==> config.mk <==
export PLATFORM = sky130hd
export DESIGN_NAME = tlv_chunk_field_extractor
export DESIGN_NICKNAME = d
export VERILOG_FILES = /design/src/design/tlv_cfe_pkg.sv /design/src/design/tlv_chunk_field_extractor.sv
export SDC_FILE = /design/constraint.sdc
export NUM_CORES = 1
export LEC_CHECK = 0
export ABC_AREA = 1
export BUFFER_PORTS_ARGS = -buffer_cell sky130_fd_sc_hd__buf_2
export CAP_MARGIN = 40
export CORE_ASPECT_RATIO = 0.75
export CORE_MARGIN = 2
export CORE_UTILIZATION = 40
export DETAILED_ROUTE_END_ITERATION = 12
export PLACE_DENSITY = 0.58
export SYNTH_ARGS = -nofsm -noshare
export SYNTH_HDL_FRONTEND = slang
export SYNTH_SLANG_ARGS = --single-unit
export TNS_END_PERCENT = 100
==> constraint.sdc <==
create_clock -name clk -period 10.1 [get_ports clk]
set_clock_uncertainty 0.05 [all_clocks]
set_input_delay 1.01 -clock clk [delete_from_list [all_inputs] [get_ports clk]]
set_output_delay 1.01 -clock clk [all_outputs]
set_load 0.03 [all_outputs]
==> src/design/tlv_cfe_pkg.sv <==
// shared constants and types for the tlv chunk field extractor
package tlv_cfe_pkg;

	localparam int POS_BITS = 20;
	localparam logic [POS_BITS-1:0] POS_MAX = {POS_BITS{1'b1}};

	// result status codes
	localparam logic [1:0] ST_NOT_FOUND  = 2'd0;
	localparam logic [1:0] ST_FOUND      = 2'd1;
	localparam logic [1:0] ST_NO_EXTRACT = 2'd2;
	localparam logic [1:0] ST_MALFORMED  = 2'd3;

	// chunk types with field extraction
	localparam logic [15:0] TYPE_A = 16'd2;
	localparam logic [15:0] TYPE_B = 16'd7;

	// bytes a matched chunk must hold for extraction
	localparam logic [15:0] EXTENT_A = 16'h0021;
	localparam logic [15:0] EXTENT_B = 16'h0016;

	localparam int IN_DATA_W  = 8;
	localparam int OUT_DATA_W = 96;

	typedef struct packed {
		logic [1:0]          status;
		logic [15:0]         field_a;
		logic [15:0]         field_b;
		logic [15:0]         field_c;
		logic [15:0]         extra_short;
		logic [7:0]          extra_word;
		logic [POS_BITS-1:0] next_offset;
	} result_t;

endpackage

==> src/design/tlv_chunk_field_extractor.sv <==
// top level: tlv chunk walker with fixed field capture for a matched chunk
//
//  channel   | signals                          | content
//  ----------+----------------------------------+-----------------------------------
//  s_ (in)   | s_tvalid s_tready s_tdata s_tuser| one buffer byte, start flag
//  m_ (out)  | m_tvalid m_tready m_tdata m_tuser| at most one result per search, status
//  cfg       | cfg_wr_en cfg_wr_data            | match_type register
//
// one byte per cycle while the input does not stall; a transfer lands in the input stage
// register, is processed in the next cycle and its result (if any) is then loaded into the
// output register, which drives m_tvalid. the input stalls only when the staged byte
// produces a result while the output register still holds an untaken one.
// arst_n clears all control and search state; the block idles until a byte
// with the start flag arrives.
module tlv_chunk_field_extractor (
	input  logic                              clk,
	input  logic                              arst_n,
	input  logic                              s_tvalid,
	output logic                              s_tready,
	input  logic [tlv_cfe_pkg::IN_DATA_W-1:0] s_tdata,  // [7:0] byte_value
	input  logic                              s_tuser,  // [0] start_of_buffer
	output logic                              m_tvalid,
	input  logic                              m_tready,
	// [15:0] field_a, [31:16] field_b, [47:32] field_c, [63:48] extra_short,
	// [71:64] extra_word, [91:72] next_offset, [95:92] zero
	output logic [tlv_cfe_pkg::OUT_DATA_W-1:0] m_tdata,
	output logic [1:0]                        m_tuser,  // [1:0] status
	input  logic                              cfg_wr_en,
	input  logic [15:0]                       cfg_wr_data
);

	localparam int PW = tlv_cfe_pkg::POS_BITS;

	// configuration
	logic [15:0] match_type_q;

	// input stage
	logic       valid_s1;
	logic [7:0] byte_s1;
	logic       start_s1;

	// search state
	logic [15:0]   cpos_q;
	logic [15:0]   clen_q;
	logic [15:0]   ctype_q;
	logic [PW-1:0] bpos_q;
	logic [15:0]   fld0_q, fld1_q, fld2_q, fld3_q;
	logic [7:0]    xbyte_q;
	logic [7:0]    sum_hi_q;
	logic [8:0]    sum_lo_q;
	logic          matched_q;
	logic          done_q;

	// output register
	logic                         out_valid_q;
	tlv_cfe_pkg::result_t         out_q;

	// effective state after a possible start clear
	logic [15:0]   p, clen, ctype;
	logic [PW-1:0] bpos;
	logic          matched;
	logic          active;
	logic          go;
	logic          upd;

	// next values
	logic [15:0]   clen_n, ctype_n, cpos_n;
	logic [15:0]   fld0_n, fld1_n, fld2_n, fld3_n;
	logic [7:0]    xbyte_n, sum_hi_n;
	logic [8:0]    sum_lo_n;
	logic          matched_n;
	logic [PW-1:0] bpos_n;

	logic [PW-1:0] chunk_start;
	logic [PW:0]   end_sum;
	logic [PW-1:0] end_sat;
	logic [15:0]   extent;
	logic [16:0]   p_inc;

	logic          emit;
	tlv_cfe_pkg::result_t res;

	assign active = valid_s1 && (start_s1 || !done_q);
	assign go     = !(active && emit) || !out_valid_q || m_tready;
	assign upd    = active && go;

	assign s_tready = !valid_s1 || go;

	always_comb begin
		p       = start_s1 ? 16'd0 : cpos_q;
		clen    = start_s1 ? 16'd0 : clen_q;
		ctype   = start_s1 ? 16'd0 : ctype_q;
		bpos    = start_s1 ? '0 : bpos_q;
		matched = start_s1 ? 1'b0 : matched_q;

		// offset of the chunk now being walked
		chunk_start = (bpos >= PW'(p)) ? bpos - PW'(p) : '0;
		// offset just past the chunk, saturated
		end_sum = {1'b0, chunk_start} + (PW+1)'(clen);
		end_sat = (end_sum > {1'b0, tlv_cfe_pkg::POS_MAX}) ? tlv_cfe_pkg::POS_MAX
			: end_sum[PW-1:0];
		extent = (ctype == tlv_cfe_pkg::TYPE_A) ? tlv_cfe_pkg::EXTENT_A
			: tlv_cfe_pkg::EXTENT_B;

		clen_n    = clen;
		ctype_n   = ctype;
		matched_n = matched;
		fld0_n    = start_s1 ? 16'd0 : fld0_q;
		fld1_n    = start_s1 ? 16'd0 : fld1_q;
		fld2_n    = start_s1 ? 16'd0 : fld2_q;
		fld3_n    = start_s1 ? 16'd0 : fld3_q;
		xbyte_n   = start_s1 ? 8'd0 : xbyte_q;
		sum_hi_n  = start_s1 ? 8'd0 : sum_hi_q;
		sum_lo_n  = start_s1 ? 9'd0 : sum_lo_q;

		emit = 1'b0;
		res  = '0;

		if (p == 16'd0) begin
			clen_n = {byte_s1, 8'h00};
		end else if (p == 16'd1) begin
			clen_n = {clen[15:8], byte_s1};
			if (clen_n == 16'd0) begin
				emit = 1'b1;
				res.status = tlv_cfe_pkg::ST_NOT_FOUND;
				res.next_offset = chunk_start;
			end else if (clen_n < 16'd4) begin
				emit = 1'b1;
				res.status = tlv_cfe_pkg::ST_MALFORMED;
				res.next_offset = chunk_start;
			end
		end else if (p == 16'd2) begin
			ctype_n = {byte_s1, 8'h00};
		end else if (p == 16'd3) begin
			ctype_n = {ctype[15:8], byte_s1};
			if (ctype_n == match_type_q) begin
				if (ctype_n == tlv_cfe_pkg::TYPE_A || ctype_n == tlv_cfe_pkg::TYPE_B) begin
					// extent of the newly known type
					if (clen < ((ctype_n == tlv_cfe_pkg::TYPE_A) ? tlv_cfe_pkg::EXTENT_A
						: tlv_cfe_pkg::EXTENT_B)) begin
						emit = 1'b1;
						res.status = tlv_cfe_pkg::ST_MALFORMED;
						res.next_offset = chunk_start;
					end else begin
						matched_n = 1'b1;
					end
				end else begin
					emit = 1'b1;
					res.status = tlv_cfe_pkg::ST_NO_EXTRACT;
					res.next_offset = end_sat;
				end
			end
		end else if (matched) begin
			if (ctype == tlv_cfe_pkg::TYPE_A) begin
				case (p)
					16'h000E: fld0_n[15:8] = byte_s1;
					16'h000F: fld0_n[7:0]  = byte_s1;
					16'h0010: fld1_n[15:8] = byte_s1;
					16'h0011: fld1_n[7:0]  = byte_s1;
					16'h0014, 16'h0016: sum_hi_n = sum_hi_n + byte_s1;
					16'h0015, 16'h0017: sum_lo_n = sum_lo_n + 9'(byte_s1);
					16'h001A: fld2_n[15:8] = byte_s1;
					16'h001B: fld2_n[7:0]  = byte_s1;
					16'h0020: xbyte_n = {7'd0, ~byte_s1[0]};
					default: ;
				endcase
				// short field from the two byte sums, bit 8 of the low sum overlaps
				fld3_n = {sum_hi_n, 8'h00} | {7'd0, sum_lo_n};
			end else begin
				case (p)
					16'h0004: fld0_n[15:8] = byte_s1;
					16'h0005: fld0_n[7:0]  = byte_s1;
					16'h0006: fld2_n[15:8] = byte_s1;
					16'h0007: fld2_n[7:0]  = byte_s1;
					16'h000C: fld1_n[15:8] = byte_s1;
					16'h000D: fld1_n[7:0]  = byte_s1;
					16'h000E: fld3_n[15:8] = byte_s1;
					16'h000F: fld3_n[7:0]  = byte_s1;
					16'h0015: xbyte_n = byte_s1;
					default: ;
				endcase
			end
			if (p == extent - 16'd1) begin
				emit = 1'b1;
				res.status      = tlv_cfe_pkg::ST_FOUND;
				res.field_a     = fld0_n;
				res.field_b     = fld1_n;
				res.field_c     = fld2_n;
				res.extra_short = fld3_n;
				res.extra_word  = xbyte_n;
				res.next_offset = end_sat;
			end
		end

		// advance within the chunk or wrap to the next chunk header
		p_inc = {1'b0, p} + 17'd1;
		cpos_n = p_inc[15:0];
		if (!emit && p >= 16'd3 && p_inc >= {1'b0, clen}) begin
			cpos_n    = 16'd0;
			matched_n = 1'b0;
		end

		bpos_n = (bpos == tlv_cfe_pkg::POS_MAX) ? bpos : bpos + PW'(1);
	end

	// configuration register
	always_ff @(posedge clk or negedge arst_n) begin
		if (!arst_n) begin
			match_type_q <= 16'd0;
		end else if (cfg_wr_en) begin
			match_type_q <= cfg_wr_data;
		end
	end

	// input stage
	always_ff @(posedge clk or negedge arst_n) begin
		if (!arst_n) begin
			valid_s1 <= 1'b0;
		end else if (s_tready) begin
			valid_s1 <= s_tvalid;
		end
	end

	always_ff @(posedge clk) begin
		if (s_tvalid && s_tready) begin
			byte_s1  <= s_tdata[7:0];
			start_s1 <= s_tuser;
		end
	end

	// search state
	always_ff @(posedge clk or negedge arst_n) begin
		if (!arst_n) begin
			cpos_q    <= 16'd0;
			clen_q    <= 16'd0;
			ctype_q   <= 16'd0;
			bpos_q    <= '0;
			fld0_q    <= 16'd0;
			fld1_q    <= 16'd0;
			fld2_q    <= 16'd0;
			fld3_q    <= 16'd0;
			xbyte_q   <= 8'd0;
			sum_hi_q  <= 8'd0;
			sum_lo_q  <= 9'd0;
			matched_q <= 1'b0;
			done_q    <= 1'b1;
		end else if (upd) begin
			// position holds once a result ends the search
			if (!emit) begin
				cpos_q <= cpos_n;
			end else if (start_s1) begin
				cpos_q <= 16'd0;
			end
			clen_q    <= clen_n;
			ctype_q   <= ctype_n;
			bpos_q    <= bpos_n;
			fld0_q    <= fld0_n;
			fld1_q    <= fld1_n;
			fld2_q    <= fld2_n;
			fld3_q    <= fld3_n;
			xbyte_q   <= xbyte_n;
			sum_hi_q  <= sum_hi_n;
			sum_lo_q  <= sum_lo_n;
			matched_q <= matched_n;
			done_q    <= emit;
		end
	end

	// output register, reloads in the cycle it is taken
	always_ff @(posedge clk or negedge arst_n) begin
		if (!arst_n) begin
			out_valid_q <= 1'b0;
		end else if (upd && emit) begin
			out_valid_q <= 1'b1;
		end else if (m_tready) begin
			out_valid_q <= 1'b0;
		end
	end

	always_ff @(posedge clk) begin
		if (upd && emit) begin
			out_q <= res;
		end
	end

	assign m_tvalid = out_valid_q;
	assign m_tuser  = out_q.status;
	assign m_tdata  = {4'd0, out_q.next_offset, out_q.extra_word, out_q.extra_short,
		out_q.field_c, out_q.field_b, out_q.field_a};

endmodule

==> results.md <==
Outcome:
- The flow ran to the end, and the final reports show no timing, DRC or antenna violations.

Global route:
- Summed over all layers, the global routing overflow is 0.
- The first-pass GRT wire length is 105900 um.
- Entering global routing, the biggest net connects 145 pins.
- The number of global-route vias before repair is 18540.
- The number of antenna violations at the first check in global routing is 3.
- Global routing consumed, over all layers together, 25.94% of the routing resources.

CTS:
- The library cell used as clock root buffer is clkbuf_16.
- The total number of H-tree levels is 2.
- The source-to-sink clock delay at the later pin of the worst-skew pair is 0.56 ns.
- Post-CTS timing repair inserted 0 buffers for setup.
- Post-CTS repair changed the size of 0 cells.
- The worst-case clock buffer depth is 3.
- The TritonCTS clock tree is done.
- The number of buffers inserted for hold repair after clock tree synthesis is 0.
- The sink count of the clock tree is 280.
- The CTS buffer count is 35.
- The clock edge transition at the registers on the reported setup and hold paths is 0.07 ns.

Worst setup path:
- The critical path start-end classification is reg -> reg.
- STA classifies the critical path endpoint as a flip-flop.
- The largest stage delay on the critical path is 0.58 ns.
- Along the worst path, the maximum fanout reaches 42.
- The sort of element at the start of the critical path is a flip-flop.
- On the critical path, the stage with the largest delay is an instance of inv_1.
- The depth of the worst register-to-register path is 33.
- The cell that appears most often on the critical path is nand2_1.
- The data arrival time at the worst-slack endpoint is 6.61 ns.
- The worst-case register-to-register setup slack is 3.76 ns.
- The beginning of the critical path is start_s1$_DFFE_PP_.
- For the worst setup path, the data required time is 10.37 ns.
- The source of the worst register-to-register timing path is start_s1$_DFFE_PP_.
- The capture instance of the worst register-to-register path is m_tdata[91]$_SDFFCE_PP0P_.

Placed design:
- The count of input and output buffers is 125.
- Detailed placement ended at an HPWL of 46290 um.
- Routability-driven placement finished with a final weighted congestion of 0.8939.
- The placed instances occupy a cell area of 21170 sq um.

Pwr:
- The analysis attributes to net switching a power of 1.074 mW.
- The share of power burned in registers is 37.6%.
- The worst-case vdd ir drop is 105.9 uV.
- The internal power is 2.180 mW.
- The cell leakage power is 10.97 nW.
- In this run, the clock network consumes 40.7% of the power.
- The ratio of total power to cell area is 145.5 nW/um^2.
- The combinational share of power is 21.7%.
- Net switching is 33.00% of the power.

Cells and area:
- The multi-input combinational cell area is 10500 sq um.
- The top cell types in the final layout, fill and taps aside, are 946 x nand2_1, 338 x inv_1, 296 x o21ai_0.
- For this run, the post-layout net count is 3086.
- In the final layout, flip-flops and latches occupy 7523 sq um.
- The layout cell share with drive strength beyond 1 is 8.677%.
- The number of inserted filler cells in the final layout is 4964.
- The area growth from synthesis to layout is 11.70%.
- The most common cell after layout, fill and taps aside is nand2_1.
- The flip-flop count of the largest register after layout is 92.
- The finished layout cell area is 22370 sq um.
- The repair_antennas step left the layout with diodes totalling 0.

Routing:
- The DRC violation total after the first TritonRoute iteration is 2143.
- The detailed router placed 19720 vias in this run.
- In the routed layout, each cell is associated on average with a via count of 5.394.
- After detailed routing, the average wire length per cell comes to 18.35 um.
- The final layout contains routed wiring with a total length of 67100 um.
- The pre-antenna-repair detailed-routing pass consisted of 5 iterations.
- The remaining number of nets flagged by the antenna check after routing is 0.
- The number of design rule violations left after detail routing is 0.

Floorplanning:
- The area of the die is 51900 sq um.
- The initial utilization of the core area, before any placement, comes to 40.76%.
- The core box area is 49130 sq um.
- The count of standard-cell rows is 70.
- The boundary pin count is 130.
- The die span in y is 197.8 um.
- The die span in x is 262.4 um.

Yosys:
- Yosys attributes the largest share of cell area to dfrtp_1 22%, nand2_1 18%, edfxtp_1 15%.
- The number of library cell types mapped by synthesis is 57.
- The proportion of register bits with asynchronous set or reset after synthesis is 63.21%.
- The fraction of synthesized cell area taken by the top area cell type is 21.99%.
- The post-synthesis register bit count is 280.
- The leading register cell type out of synthesis is dfrtp_1.
- After synthesis the cells add up to 20030 sq um.
- The largest area contributor in the synthesized netlist is dfrtp_1.
- Each instance of the synthesized netlist takes up on average 6.848 sq um.
- The number of synthesized flops with an enable pin is 103.
- The cell count after synthesis is 2925.
- The count of synthesis-stage warnings from yosys is 0.
- The share of the Yosys chip area taken by registers is 37.56%.

Hold path:
- The class of the tightest hold or removal check is in -> async.

STA:
- The count of endpoints failing setup in the final report is 0.
- The relative max-transition margin is 37.78%.
- The transition time at the pin with the least slew margin is 0.9271 ns.
- The minimum clock period is 6.339 ns.
- Setup repair after global routing left no endpoint under its margin.
- The final-report hold violation count is 0.
- The setup TNS is 0 ns.
- After layout, the worst path uses 62.76% of the clock period.
- The achievable clock frequency is 157.8 MHz.
- The final max-slew violation count is 0.

Flow run:
- Across the run, the number of max-cap violations was 0.
-- worst max-delay path by stage --
stage / endpoint / slack (ns)
after floorplan: m_tdata[0]$_SDFFCE_PP0P_ / 4.48
after global placement: m_tdata[91]$_SDFFCE_PP0P_ / 4.12
after detailed placement: m_tdata[91]$_SDFFCE_PP0P_ / 3.88
after CTS: m_tdata[91]$_SDFFCE_PP0P_ / 3.88
after global routing: m_tdata[91]$_SDFFCE_PP0P_ / 3.24
final: m_tdata[91]$_SDFFCE_PP0P_ / 3.76
-- logic make-up after synthesis --
| logic type | share of synthesized area [%] |
|---|---|
| AO/OA/AOI/OAI | 14.97 |
| XOR/XNOR | 2.886 |
| adder cells (fa/ha/maj) | 4.835 |
| buffers and inverters | 10.18 |
| flip-flops | 37.56 |
| multiplexers | 0.2249 |
| other | 0.01872 |
| AND/OR/NAND/NOR | 29.32 |
-- stage by stage --
stage / utilization [%] / hold slack [ns] / cells / power (mW) / worst slack [ns]
2_1_floorplan: - / 0.3919 / 2928 / 1.717 / 4.482
3_3_place_gp: 42.73 / 0.4029 / 3583 / 1.932 / 4.120
3_5_place_dp: 43.09 / 0.4083 / 3591 / 1.937 / 3.883
4_1_cts: 45.52 / 0.2563 / 3655 / 3.271 / 3.885
5_1_grt: 45.53 / 0.2677 / 3656 / 3.399 / 3.236
6_report: 45.53 / 0.2758 / 3656 / 3.254 / 3.761
-- cell usage after synthesis (2+ instances only) --
| cell type | count |
|---|---|
| nor3_2 | 2 |
| dfrtp_1 | 176 |
| nand3_1 | 136 |
| nor3_1 | 34 |
| buf_1 | 8 |
| mux2_2 | 4 |
| inv_1 | 339 |
| clkinv_1 | 3 |
| o22ai_1 | 42 |
| and2_1 | 3 |
| buf_4 | 8 |
| o21ai_0 | 298 |
| a21o_1 | 2 |
| nor2_2 | 2 |
| nand4_1 | 30 |
| o31ai_1 | 5 |
| nand2_2 | 9 |
| o21ai_1 | 2 |
| a211oi_1 | 2 |
| o211ai_1 | 10 |
| nand2_1 | 947 |
| a21oi_1 | 137 |
| buf_6 | 14 |
| nor4_1 | 4 |
| edfxtp_1 | 103 |
| a21boi_0 | 5 |
| buf_2 | 30 |
| o21a_1 | 9 |
| fa_1 | 4 |
| xnor2_1 | 15 |
| or2_2 | 3 |
| a31oi_1 | 12 |
| xor2_1 | 51 |
| inv_2 | 8 |
| nor2_4 | 3 |
| nor2_1 | 278 |
| o21bai_1 | 8 |
| clkbuf_1 | 83 |
| a221oi_1 | 8 |
| ha_1 | 71 |
-- critical path: cells and delay by family (launching register included) --
family,cells,cell delay (ns)
AO/OA/AOI/OAI,3,0.94
adder cells (fa/ha/maj),2,0.88
buffers and inverters,5,1.56
flip-flops,1,0.32
AND/OR/NAND/NOR,23,2.30
-- power groups by stage --
stage	clock network, mW	logic, mW	registers (mW)
3_5_place_dp	0	0.691	1.25
2_1_floorplan	0	0.474	1.24
4_1_cts	1.35	0.695	1.22
5_1_grt	1.39	0.783	1.23
6_report	1.32	0.707	1.22
3_3_place_gp	0	0.686	1.25
-- routing by layer --
metal	part of all wire (%)	vias up	GRT usage (%)
met5	0.019	-	0
li1	-	9557	-
met1	49	9193	40.21
met3	8.6	97	3.905
met2	40	870	37.17
met4	2.0	2	6.769
-- final cells by class --
| cell class | count | area share, % |
|---|---|---|
| multi-input cells | 2154 | 46.94 |
| flip-flops and latches | 280 | 33.63 |
| inverters | 350 | 5.895 |
| repair buffers | 160 | 4.586 |
| clock buffers | 45 | 4.401 |
| well taps | 648 | 3.624 |
| clock inverters | 19 | 0.9284 |
Power figures use the tool's default switching activity.
